File: src/hw/rtl/ppls_pkg.sv
// shared types and constants of the palette pixel line streamer
// no dependencies; used by every module of the block

package ppls_pkg;

	// default sizes for the top level parameters and the queue depth
	localparam int PaletteEntriesDefault = 256;
	localparam int MaxDimensionDefault   = 1024;
	localparam int FifoDepth             = 4;

	// input item kinds carried in s_tuser
	localparam logic [1:0] FUNC_PAL_WRITE = 2'd0;
	localparam logic [1:0] FUNC_PIXEL     = 2'd1;
	localparam logic [1:0] FUNC_BLANK     = 2'd2;

	// display command bytes
	localparam logic [7:0] CMD_COLUMN   = 8'h2A;
	localparam logic [7:0] CMD_PAGE     = 8'h2B;
	localparam logic [7:0] CMD_MEMWRITE = 8'h2C;
	localparam logic [7:0] BYTE_MASK    = 8'hFF;

	// configuration register indexes
	localparam logic [1:0] CFG_X_START    = 2'd0;
	localparam logic [1:0] CFG_Y_START    = 2'd1;
	localparam logic [1:0] CFG_LINE_WIDTH = 2'd2;
	localparam logic [1:0] CFG_LINE_COUNT = 2'd3;

	// byte positions of one request on the output side
	localparam logic [3:0] POS_COLUMN   = 4'd0;
	localparam logic [3:0] POS_XS_HI    = 4'd1;
	localparam logic [3:0] POS_XS_LO    = 4'd2;
	localparam logic [3:0] POS_XE_HI    = 4'd3;
	localparam logic [3:0] POS_XE_LO    = 4'd4;
	localparam logic [3:0] POS_PAGE     = 4'd5;
	localparam logic [3:0] POS_YS_HI    = 4'd6;
	localparam logic [3:0] POS_YS_LO    = 4'd7;
	localparam logic [3:0] POS_YE_HI    = 4'd8;
	localparam logic [3:0] POS_YE_LO    = 4'd9;
	localparam logic [3:0] POS_MEMWRITE = 4'd10;
	localparam logic [3:0] POS_PIX_HI   = 4'd11;
	localparam logic [3:0] POS_PIX_LO   = 4'd12;

	// configuration registers
	typedef struct packed {
		logic [15:0] x_start;
		logic [15:0] y_start;
		logic [10:0] line_width;
		logic [10:0] line_count;
	} ppls_cfg_t;

	// one classified pixel request, front to back
	typedef struct packed {
		logic        hdr;
		logic [15:0] x_start;
		logic [15:0] x_end;
		logic [15:0] y_first;
		logic [15:0] y_end;
		logic [15:0] color;
	} ppls_entry_t;

	// queue handshake seen by the front
	typedef struct packed {
		logic push;
		logic ready;
	} ppls_push_t;

	// queue handshake seen by the back
	typedef struct packed {
		logic pop;
		logic valid;
	} ppls_pop_t;

endpackage

File: src/hw/rtl/ppls_front.sv
// front part: accepts input requests, holds the colour store, keeps the
// column and row counters and classifies each pixel; uses ppls_pkg

module ppls_front #(
	parameter int PALETTE_ENTRIES = ppls_pkg::PaletteEntriesDefault,
	parameter int MAX_DIMENSION   = ppls_pkg::MaxDimensionDefault
) (
	input  logic                  clk,
	input  logic                  arst_n,
	input  logic                  s_tvalid,
	output logic                  s_tready,
	input  logic [23:0]           s_tdata,
	input  logic [1:0]            s_tuser,
	input  ppls_pkg::ppls_cfg_t   cfg,
	output ppls_pkg::ppls_push_t  push,
	input  logic                  push_ready,
	output ppls_pkg::ppls_entry_t push_data
);

	localparam int AW = (PALETTE_ENTRIES > 1) ? $clog2(PALETTE_ENTRIES) : 1;
	localparam int CW = $clog2(MAX_DIMENSION);
	localparam int DW = $clog2(MAX_DIMENSION + 1);

	logic [7:0]    pixel_index;
	logic [15:0]   color_value;
	logic          accept;
	logic          in_range;
	logic          is_pixel;
	logic          pal_we;
	logic          s1_push;

	logic [DW-1:0] w_eff;
	logic [DW-1:0] h_eff;
	logic [DW-1:0] row_a;
	logic [DW-1:0] col_b;
	logic [DW-1:0] row_b;
	logic [DW-1:0] col_c;
	logic [DW-1:0] row_c;
	logic [15:0]   y_first;

	logic [CW-1:0] col_q;
	logic [CW-1:0] row_q;

	logic [15:0]   pal_mem [PALETTE_ENTRIES];

	logic          valid_s1;
	logic          use_pal_s1;
	logic          hdr_s1;
	logic [15:0]   pal_rd_s1;
	logic [15:0]   x_start_s1;
	logic [15:0]   x_end_s1;
	logic [15:0]   y_first_s1;
	logic [15:0]   y_end_s1;

	assign pixel_index = s_tdata[7:0];
	assign color_value = s_tdata[23:8];
	assign s_tready    = !valid_s1 || push_ready;
	assign accept      = s_tvalid && s_tready;
	assign in_range    = 9'(pixel_index) < 9'(PALETTE_ENTRIES);
	assign is_pixel    = (s_tuser == ppls_pkg::FUNC_PIXEL) || (s_tuser == ppls_pkg::FUNC_BLANK);
	assign pal_we      = accept && (s_tuser == ppls_pkg::FUNC_PAL_WRITE) && in_range;
	assign s1_push     = valid_s1 && push_ready;

	// effective frame size: zero counts as one, capped at the maximum
	always_comb begin
		if (cfg.line_width == '0) begin
			w_eff = DW'(1);
		end else if (32'(cfg.line_width) > 32'(MAX_DIMENSION)) begin
			w_eff = DW'(MAX_DIMENSION);
		end else begin
			w_eff = DW'(cfg.line_width);
		end
		if (cfg.line_count == '0) begin
			h_eff = DW'(1);
		end else if (32'(cfg.line_count) > 32'(MAX_DIMENSION)) begin
			h_eff = DW'(MAX_DIMENSION);
		end else begin
			h_eff = DW'(cfg.line_count);
		end
	end

	// counter update: wrap stale values after a size change, then step
	always_comb begin
		row_a = (DW'(row_q) >= h_eff) ? '0 : DW'(row_q);
		if (DW'(col_q) >= w_eff) begin
			col_b = '0;
			row_b = (row_a + DW'(1) >= h_eff) ? '0 : row_a + DW'(1);
		end else begin
			col_b = DW'(col_q);
			row_b = row_a;
		end
		if (col_b + DW'(1) >= w_eff) begin
			col_c = '0;
			row_c = (row_b + DW'(1) >= h_eff) ? '0 : row_b + DW'(1);
		end else begin
			col_c = col_b + DW'(1);
			row_c = row_b;
		end
		y_first = cfg.y_start + 16'(row_b);
	end

	// counters move only on pixel requests
	always_ff @(posedge clk or negedge arst_n) begin
		if (!arst_n) begin
			col_q <= '0;
			row_q <= '0;
		end else if (accept && is_pixel) begin
			col_q <= CW'(col_c);
			row_q <= CW'(row_c);
		end
	end

	// colour store, written and read at one address per cycle
	always_ff @(posedge clk) begin
		if (pal_we) begin
			pal_mem[pixel_index[AW-1:0]] <= color_value;
		end
	end

	always_ff @(posedge clk) begin
		if (accept && is_pixel) begin
			pal_rd_s1 <= pal_mem[pixel_index[AW-1:0]];
		end
	end

	// classified pixel register ahead of the queue
	always_ff @(posedge clk or negedge arst_n) begin
		if (!arst_n) begin
			valid_s1 <= 1'b0;
		end else if (accept && is_pixel) begin
			valid_s1 <= 1'b1;
		end else if (s1_push) begin
			valid_s1 <= 1'b0;
		end
	end

	always_ff @(posedge clk) begin
		if (accept && is_pixel) begin
			use_pal_s1 <= (s_tuser == ppls_pkg::FUNC_PIXEL) && in_range;
			hdr_s1     <= (col_b == '0);
			x_start_s1 <= cfg.x_start;
			x_end_s1   <= cfg.x_start + 16'(w_eff) - 16'd1;
			y_first_s1 <= y_first;
			y_end_s1   <= y_first + 16'(h_eff) - 16'd1;
		end
	end

	// queue entry
	always_comb begin
		push.push         = s1_push;
		push.ready        = push_ready;
		push_data.hdr     = hdr_s1;
		push_data.x_start = x_start_s1;
		push_data.x_end   = x_end_s1;
		push_data.y_first = y_first_s1;
		push_data.y_end   = y_end_s1;
		push_data.color   = use_pal_s1 ? pal_rd_s1 : 16'd0;
	end

endmodule

File: src/hw/rtl/ppls_fifo.sv
// short show-ahead queue of classified pixel requests between the parts
// uses ppls_pkg for the entry type

module ppls_fifo #(
	parameter int DEPTH = ppls_pkg::FifoDepth
) (
	input  logic                  clk,
	input  logic                  arst_n,
	input  ppls_pkg::ppls_push_t  push,
	input  ppls_pkg::ppls_entry_t push_data,
	output logic                  push_ready,
	input  ppls_pkg::ppls_pop_t   pop,
	output logic                  pop_valid,
	output ppls_pkg::ppls_entry_t pop_data
);

	localparam int PW = (DEPTH > 1) ? $clog2(DEPTH) : 1;
	localparam int NW = $clog2(DEPTH + 1);

	ppls_pkg::ppls_entry_t slot_q [DEPTH];
	logic [PW-1:0] wr_ptr_q;
	logic [PW-1:0] rd_ptr_q;
	logic [NW-1:0] count_q;
	logic          do_push;
	logic          do_pop;

	assign push_ready = count_q != NW'(DEPTH);
	assign pop_valid  = count_q != '0;
	assign pop_data   = slot_q[rd_ptr_q];
	assign do_push    = push.push && push_ready;
	assign do_pop     = pop.pop && pop_valid;

	// storage
	always_ff @(posedge clk) begin
		if (do_push) begin
			slot_q[wr_ptr_q] <= push_data;
		end
	end

	// pointers and fill count
	always_ff @(posedge clk or negedge arst_n) begin
		if (!arst_n) begin
			wr_ptr_q <= '0;
			rd_ptr_q <= '0;
			count_q  <= '0;
		end else begin
			if (do_push) begin
				wr_ptr_q <= (wr_ptr_q == PW'(DEPTH - 1)) ? '0 : wr_ptr_q + PW'(1);
			end
			if (do_pop) begin
				rd_ptr_q <= (rd_ptr_q == PW'(DEPTH - 1)) ? '0 : rd_ptr_q + PW'(1);
			end
			if (do_push && !do_pop) begin
				count_q <= count_q + NW'(1);
			end else if (do_pop && !do_push) begin
				count_q <= count_q - NW'(1);
			end
		end
	end

endmodule

File: src/hw/rtl/ppls_back.sv
// back part: walks the bytes of each queued pixel request, header first
// when due, into the output register; uses ppls_pkg

module ppls_back (
	input  logic                  clk,
	input  logic                  arst_n,
	input  logic                  pop_valid,
	input  ppls_pkg::ppls_entry_t pop_data,
	output ppls_pkg::ppls_pop_t   pop,
	output logic                  m_tvalid,
	input  logic                  m_tready,
	output logic [7:0]            m_tdata,
	output logic                  m_tuser,
	output logic                  m_tlast
);

	logic [3:0] pos_q;
	logic       started_q;
	logic [3:0] pos;
	logic       emit;
	logic [7:0] byte_d;
	logic       data_d;

	assign pos  = started_q ? pos_q :
	              (pop_data.hdr ? ppls_pkg::POS_COLUMN : ppls_pkg::POS_PIX_HI);
	assign emit = pop_valid && (!m_tvalid || m_tready);

	// byte select for the current position
	always_comb begin
		data_d = 1'b1;
		unique case (pos)
			ppls_pkg::POS_COLUMN: begin
				byte_d = ppls_pkg::CMD_COLUMN;
				data_d = 1'b0;
			end
			ppls_pkg::POS_XS_HI: byte_d = pop_data.x_start[15:8];
			ppls_pkg::POS_XS_LO: byte_d = pop_data.x_start[7:0] & ppls_pkg::BYTE_MASK;
			ppls_pkg::POS_XE_HI: byte_d = pop_data.x_end[15:8];
			ppls_pkg::POS_XE_LO: byte_d = pop_data.x_end[7:0];
			ppls_pkg::POS_PAGE: begin
				byte_d = ppls_pkg::CMD_PAGE;
				data_d = 1'b0;
			end
			ppls_pkg::POS_YS_HI: byte_d = pop_data.y_first[15:8];
			ppls_pkg::POS_YS_LO: byte_d = pop_data.y_first[7:0];
			ppls_pkg::POS_YE_HI: byte_d = pop_data.y_end[15:8];
			ppls_pkg::POS_YE_LO: byte_d = pop_data.y_end[7:0];
			ppls_pkg::POS_MEMWRITE: begin
				byte_d = ppls_pkg::CMD_MEMWRITE;
				data_d = 1'b0;
			end
			ppls_pkg::POS_PIX_HI: byte_d = pop_data.color[15:8];
			default: byte_d = pop_data.color[7:0];
		endcase
	end

	// position sequencer; the queue entry is released on its last byte
	always_ff @(posedge clk or negedge arst_n) begin
		if (!arst_n) begin
			pos_q     <= ppls_pkg::POS_COLUMN;
			started_q <= 1'b0;
		end else if (emit) begin
			if (pos == ppls_pkg::POS_PIX_LO) begin
				started_q <= 1'b0;
			end else begin
				pos_q     <= pos + 4'd1;
				started_q <= 1'b1;
			end
		end
	end

	assign pop.pop   = emit && (pos == ppls_pkg::POS_PIX_LO);
	assign pop.valid = pop_valid;

	// output register
	always_ff @(posedge clk or negedge arst_n) begin
		if (!arst_n) begin
			m_tvalid <= 1'b0;
		end else if (emit) begin
			m_tvalid <= 1'b1;
		end else if (m_tready) begin
			m_tvalid <= 1'b0;
		end
	end

	always_ff @(posedge clk) begin
		if (emit) begin
			m_tdata <= byte_d;
			m_tuser <= data_d;
			m_tlast <= (pos == ppls_pkg::POS_PIX_LO);
		end
	end

endmodule

File: src/hw/rtl/palette_pixel_line_streamer.sv
// top level of the palette pixel line streamer: configuration registers,
// front part, request queue and back part; uses ppls_pkg

// Turns 8-bit palette indices into an RGB565 byte stream for a serial
// display, one byte per cycle on the master side while bytes are queued
// and m_tready does not stall, with tuser as the data/command flag and
// tlast on the last byte of each pixel. The first pixel of each row
// carries the column, page and memory-write header ahead of its two
// colour bytes. The output is a one-byte-wide register fed from the back
// part's byte sequencer. Palette writes give no bytes; the colour store
// is one write and one registered read port. A four-entry queue between
// front and back lets the front keep accepting pixels while a header goes
// out, and the output register holds each byte steady until it is taken.

module palette_pixel_line_streamer #(
	parameter int PALETTE_ENTRIES = ppls_pkg::PaletteEntriesDefault,
	parameter int MAX_DIMENSION   = ppls_pkg::MaxDimensionDefault
) (
	input  logic        clk,
	input  logic        arst_n,
	input  logic        s_tvalid,
	output logic        s_tready,
	input  logic [23:0] s_tdata,   // pixel_index [7:0], color_value [23:8]
	input  logic [1:0]  s_tuser,   // func [1:0]
	output logic        m_tvalid,
	input  logic        m_tready,
	output logic [7:0]  m_tdata,   // out_byte [7:0]
	output logic        m_tuser,   // is_data [0]
	output logic        m_tlast,
	input  logic        cfg_we,
	input  logic [1:0]  cfg_index,
	input  logic [15:0] cfg_wdata
);

	ppls_pkg::ppls_cfg_t   cfg_q;
	ppls_pkg::ppls_push_t  push;
	ppls_pkg::ppls_entry_t push_data;
	ppls_pkg::ppls_pop_t   pop;
	ppls_pkg::ppls_entry_t pop_data;
	logic                  push_ready;
	logic                  pop_valid;

	// configuration registers
	always_ff @(posedge clk or negedge arst_n) begin
		if (!arst_n) begin
			cfg_q.x_start    <= 16'd0;
			cfg_q.y_start    <= 16'd0;
			cfg_q.line_width <= 11'd256;
			cfg_q.line_count <= 11'd240;
		end else if (cfg_we) begin
			unique case (cfg_index)
				ppls_pkg::CFG_X_START:    cfg_q.x_start    <= cfg_wdata;
				ppls_pkg::CFG_Y_START:    cfg_q.y_start    <= cfg_wdata;
				ppls_pkg::CFG_LINE_WIDTH: cfg_q.line_width <= cfg_wdata[10:0];
				default:                  cfg_q.line_count <= cfg_wdata[10:0];
			endcase
		end
	end

	ppls_front #(
		.PALETTE_ENTRIES(PALETTE_ENTRIES),
		.MAX_DIMENSION  (MAX_DIMENSION)
	) u_front (
		.clk       (clk),
		.arst_n    (arst_n),
		.s_tvalid  (s_tvalid),
		.s_tready  (s_tready),
		.s_tdata   (s_tdata),
		.s_tuser   (s_tuser),
		.cfg       (cfg_q),
		.push      (push),
		.push_ready(push_ready),
		.push_data (push_data)
	);

	ppls_fifo #(
		.DEPTH(ppls_pkg::FifoDepth)
	) u_fifo (
		.clk       (clk),
		.arst_n    (arst_n),
		.push      (push),
		.push_data (push_data),
		.push_ready(push_ready),
		.pop       (pop),
		.pop_valid (pop_valid),
		.pop_data  (pop_data)
	);

	ppls_back u_back (
		.clk      (clk),
		.arst_n   (arst_n),
		.pop_valid(pop_valid),
		.pop_data (pop_data),
		.pop      (pop),
		.m_tvalid (m_tvalid),
		.m_tready (m_tready),
		.m_tdata  (m_tdata),
		.m_tuser  (m_tuser),
		.m_tlast  (m_tlast)
	);

endmodule

File: config.mk
export PLATFORM = sky130hd
export DESIGN_NAME = palette_pixel_line_streamer
export DESIGN_NICKNAME = d
export VERILOG_FILES = /design/src/hw/rtl/ppls_pkg.sv /design/src/hw/rtl/ppls_front.sv /design/src/hw/rtl/ppls_fifo.sv /design/src/hw/rtl/ppls_back.sv /design/src/hw/rtl/palette_pixel_line_streamer.sv
export SDC_FILE = /design/constraint.sdc
export NUM_CORES = 2
export LEC_CHECK = 0
export BUFFER_PORTS_ARGS = -buffer_cell sky130_fd_sc_hd__buf_2
export CORE_MARGIN = 2
export CORE_UTILIZATION = 35
export DETAILED_ROUTE_END_ITERATION = 12
export HOLD_SLACK_MARGIN = 0.08
export PLACE_DENSITY = 0.48
export SYNTH_ARGS = -nofsm -noshare
export SYNTH_HDL_FRONTEND = slang
export SYNTH_MEMORY_MAX_BITS = 65536
export SYNTH_SLANG_ARGS = --single-unit
File: constraint.sdc
create_clock -name clk -period 9.1 [get_ports clk]
set_input_delay 0.91 -clock clk [delete_from_list [all_inputs] [get_ports clk]]
set_output_delay 0.91 -clock clk [all_outputs]
set_load 0.01 [all_outputs]
==> key figures <==
Outcome
  • Outcome: finished clean

Logic synthesis
  • Post-Syn Instances: 7,825
  • Synth Flop Type: edfxtp_1
  • Register area share after synthesis: 76.5%
  • YS warnings: 0
  • Syn Area/Cell: 23.0 um^2
  • Netlist Area Pre-Place: 0.180 mm^2
  • Asr flop ratio synth: 1.91%
  • Number of flops mapped to enable cells by yosys: 4,512
  • Synth cell types: 71
  • Post-synthesis register bit count: 4,600
  • Synthesized Nets: 8,008

STA
  • Tmin final: 8.66 ns
  • Worst Max-Slew Pin Slew: 1.46 ns
  • Max frequency: 116 MHz
  • Final number of hold-violating endpoints: 0
  • Final setup viols: 0
  • Slew Limit Headroom: 2.81%
  • Final period utilization: 95.1%
  • Final-report max-slew violation count: 0
  • Worst Clk Skew: 0.0592 ns
  • Hold slack: 0.209 ns

Routing
  • Vias: 84,503
  • WL/cell: 32.2 um
  • Total length of routed wires: 501,000 um
  • Drt via density: 5.43
  • Initial DRC Count: 8,875
  • Initial DRT Pass Iterations: 5
  • Drc violations: 0
  • ANT nets after route: 0

Worst setup path
  • Crit path DAT: 9.39 ns
  • Buf/Inv on CP: 4
  • Crit-path max FO: 7
  • Startpoint Class: flip-flop
  • Crit-path most repeated cell: ha_1
  • Worst Setup Path Type: reg -> reg
  • CP required: 9.84 ns
  • Top Family by Delay on Critical Path: compound AO/OA/AOI/OAI gates
  • Max stage delay on crit path: 0.45 ns
  • Slowest-stage cell, CP: a2111oi_1
  • CP endpoint kind: flip-flop

Placed design
  • DP Wirelength: 292,000 um
  • Placer Congestion: 0.789
  • Placed Area: 0.191 mm^2
  • Number of port buffers: 60

Clocking
  • TritonCTS clock tree: built
  • Worst-path clk slew: 0.06 ns
  • H-tree Lvls: 5
  • Cell at the root of the clock tree: clkbuf_16
  • Worst skew pair latency: 1.05 ns
  • Cts bufs inserted: 480
  • Sink Count: 4,600
  • Clock Path Buffers: 4
  • Post-CTS Setup Bufs: 0

Cells and area
  • Fillers: 44,827
  • Share of layout cells above drive strength 1: 32.3%
  • Synth-to-layout area growth: 14.5%
  • Final instance area: 0.206 mm^2
  • Final #Nets: 8,562

Global route
  • Gr ovfl total: 0
  • Vias in the first global route: 87,835
  • All-Layer GR Usage: 19.0%
  • Antenna violations before repair: 19
  • First-pass GRT wire length: 703,000 um
  • Largest net degree at the start of global routing: 189

Floorplanning
  • Die Ht: 721 um
  • Die Width: 721 um
  • Initial Util: 35.1%
  • Placement Rows: 263
  • Io pins: 61
  • Die area: 0.520 mm^2
  • Area of the core: 0.513 mm^2

Pwr
  • PwrDens: 236 mW/mm^2
  • Static leakage: 64.1 nW
  • Worst VDD drop: 269 uV

Hold path
  • Hold Crit Class: in -> reg

Flow run
  • Max Cap Violations: 0
-- cell type report --
| type | instances | area [um^2] | area share [%] |
|---|---|---|---|
| sequential | 4600 | 138000 | 66.8 |
| multi-input combinational | 2699 | 40700 | 19.8 |
| clock buffer | 620 | 12700 | 6.18 |
| tap | 6757 | 8450 | 4.10 |
| timing repair buffer | 470 | 3850 | 1.87 |
| clock inverter | 264 | 2160 | 1.05 |
| inverter | 128 | 483 | 0.234 |
| antenna | 18 | 45.0 | 0.0218 |
-- synthesized netlist by cell type, types with 10 or more instances --
cell type	count	area, um^2
a22oi_1	17	128
o2111ai_1	10	87.6
o21a_1	13	97.6
mux2i_1	13	130
nand2b_1	14	87.6
a21o_1	17	128
and2_1	32	200
nand3_1	103	515
clkbuf_1	184	691
inv_1	127	477
a32oi_1	18	158
and3_1	17	106
xor2_1	26	228
ha_1	130	1630
nand2_1	145	544
buf_1	43	161
buf_4	26	195
a21oi_1	59	295
a31oi_1	17	106
dfrtp_1	83	2080
buf_2	123	616
mux2_2	52	586
nor2b_1	19	119
nor2_1	316	1190
nand4_1	26	163
mux4_2	1401	31600
edfxtp_1	4512	135000
xnor2_1	36	315
nor3_1	23	115
or3_1	10	62.6
buf_6	22	248
o21ai_0	60	300
-- final timing paths --
check                         startpoint                     end  slack [ns]  cells past startpoint
setup / recovery                cfg_q[5]    u_front.y_end_s1[15]        0.44                     39
hold / removal             cfg_wdata[12]               cfg_q[34]        0.21                      2
setup reg to reg                cfg_q[5]    u_front.y_end_s1[15]        0.44                     39
hold reg to reg                cfg_q[48]  u_front.x_start_s1[10]        0.48                      0
max in group asynchronous         arst_n        u_front.col_q[0]        7.40                      3
min in group asynchronous         arst_n         u_back.m_tvalid        0.46                      2
-- metrics by stage --
step / std cells / TNS, ns / setup WS, ns / utilization, % / total power, mW
after floorplan: 7825 / 0 / 0.828 / - / 28.3
after global placement: 14651 / 0 / 0.100 / 37.3 / 30.4
after detailed placement: 14651 / 0 / 0.0388 / 37.3 / 30.5
after CTS: 15538 / 0 / 0.141 / 40.2 / 49.2
after global routing: 15539 / -0.0552 / -0.0485 / 40.2 / 50.5
final: 15556 / 0 / 0.444 / 40.2 / 48.7
-- where the power goes --
group	leakage, nW	switching [mW]	internal (mW)
sequential	41.7	0.372	24.0
combinational	15.1	3.34	2.24
clock	7.23	8.24	10.5
total	64.1	12.0	36.7
-- metal layers --
metal | global-route usage (%) | vias up | part of all wire (%)
met2 | 31.9 | 2520 | 49
li1 | - | 34465 | -
met4 | 4.92 | 4 | 2.8
met3 | 2.72 | 702 | 5.3
met5 | 0 | - | 0.0046
met1 | 26.2 | 46812 | 42
-- state kept, by name, indices dropped and copies added (netlist names), 2 cells and up --
name                cells
u_fifo.wr_ptr_q         2
u_back.pos_q            4
u_front.x_end_s1       16
u_front.col_q          10
u_front.y_first_s1     16
u_fifo.rd_ptr_q         2
u_front.x_start_s1     16
cfg_q                  54
u_front.pal_mem      4096
u_front.y_end_s1       16
u_fifo.slot_q         324
u_fifo.count_q          3
u_back.m_tdata          8
u_front.pal_rd_s1      16
u_front.row_q          10
-- placed cells by master (no fill, tap or decap), types with 18 or more instances in the layout --
cell type and count:
nor2_1 66, nor2_2 236, clkinv_1 136, nand3_1 98, and2_1 28, a32oi_1 18
mux2_2 52, mux4_2 1401, a21oi_1 58, nor3_1 21, diode_2 18, bufinv_16 23
clkbuf_1 127, edfxtp_1 4512, buf_2 37, o21ai_0 59, ha_1 130, clkbuf_16 487
inv_1 126, dfrtp_1 81, buf_12 22, nand4_1 26, nand2_1 138, buf_4 389
clkinv_2 68, xor2_1 26, xnor2_1 36
-- kinds of logic after synthesis --
| logic type | count (synthesis) | share of synthesized area (%) |
|---|---|---|
| compound gates | 295 | 1.14 |
| mux | 1466 | 17.9 |
| flops | 4600 | 76.5 |
| fa+ha+maj | 134 | 0.948 |
| simple gates | 742 | 1.87 |
| buf+inv | 526 | 1.33 |
| xor+xnor | 62 | 0.302 |
-- timing repair --
action                                  4_1_cts  5_1_grt
gates resized for setup                       1        9
pin swaps                                     0        0
hold endpoints to repair                     38        0
hold buffers                                  3        0
cloned                                        0        0
endpoints found under the setup margin        1       10
No activity file was read; power rests on OpenSTA's default activity.
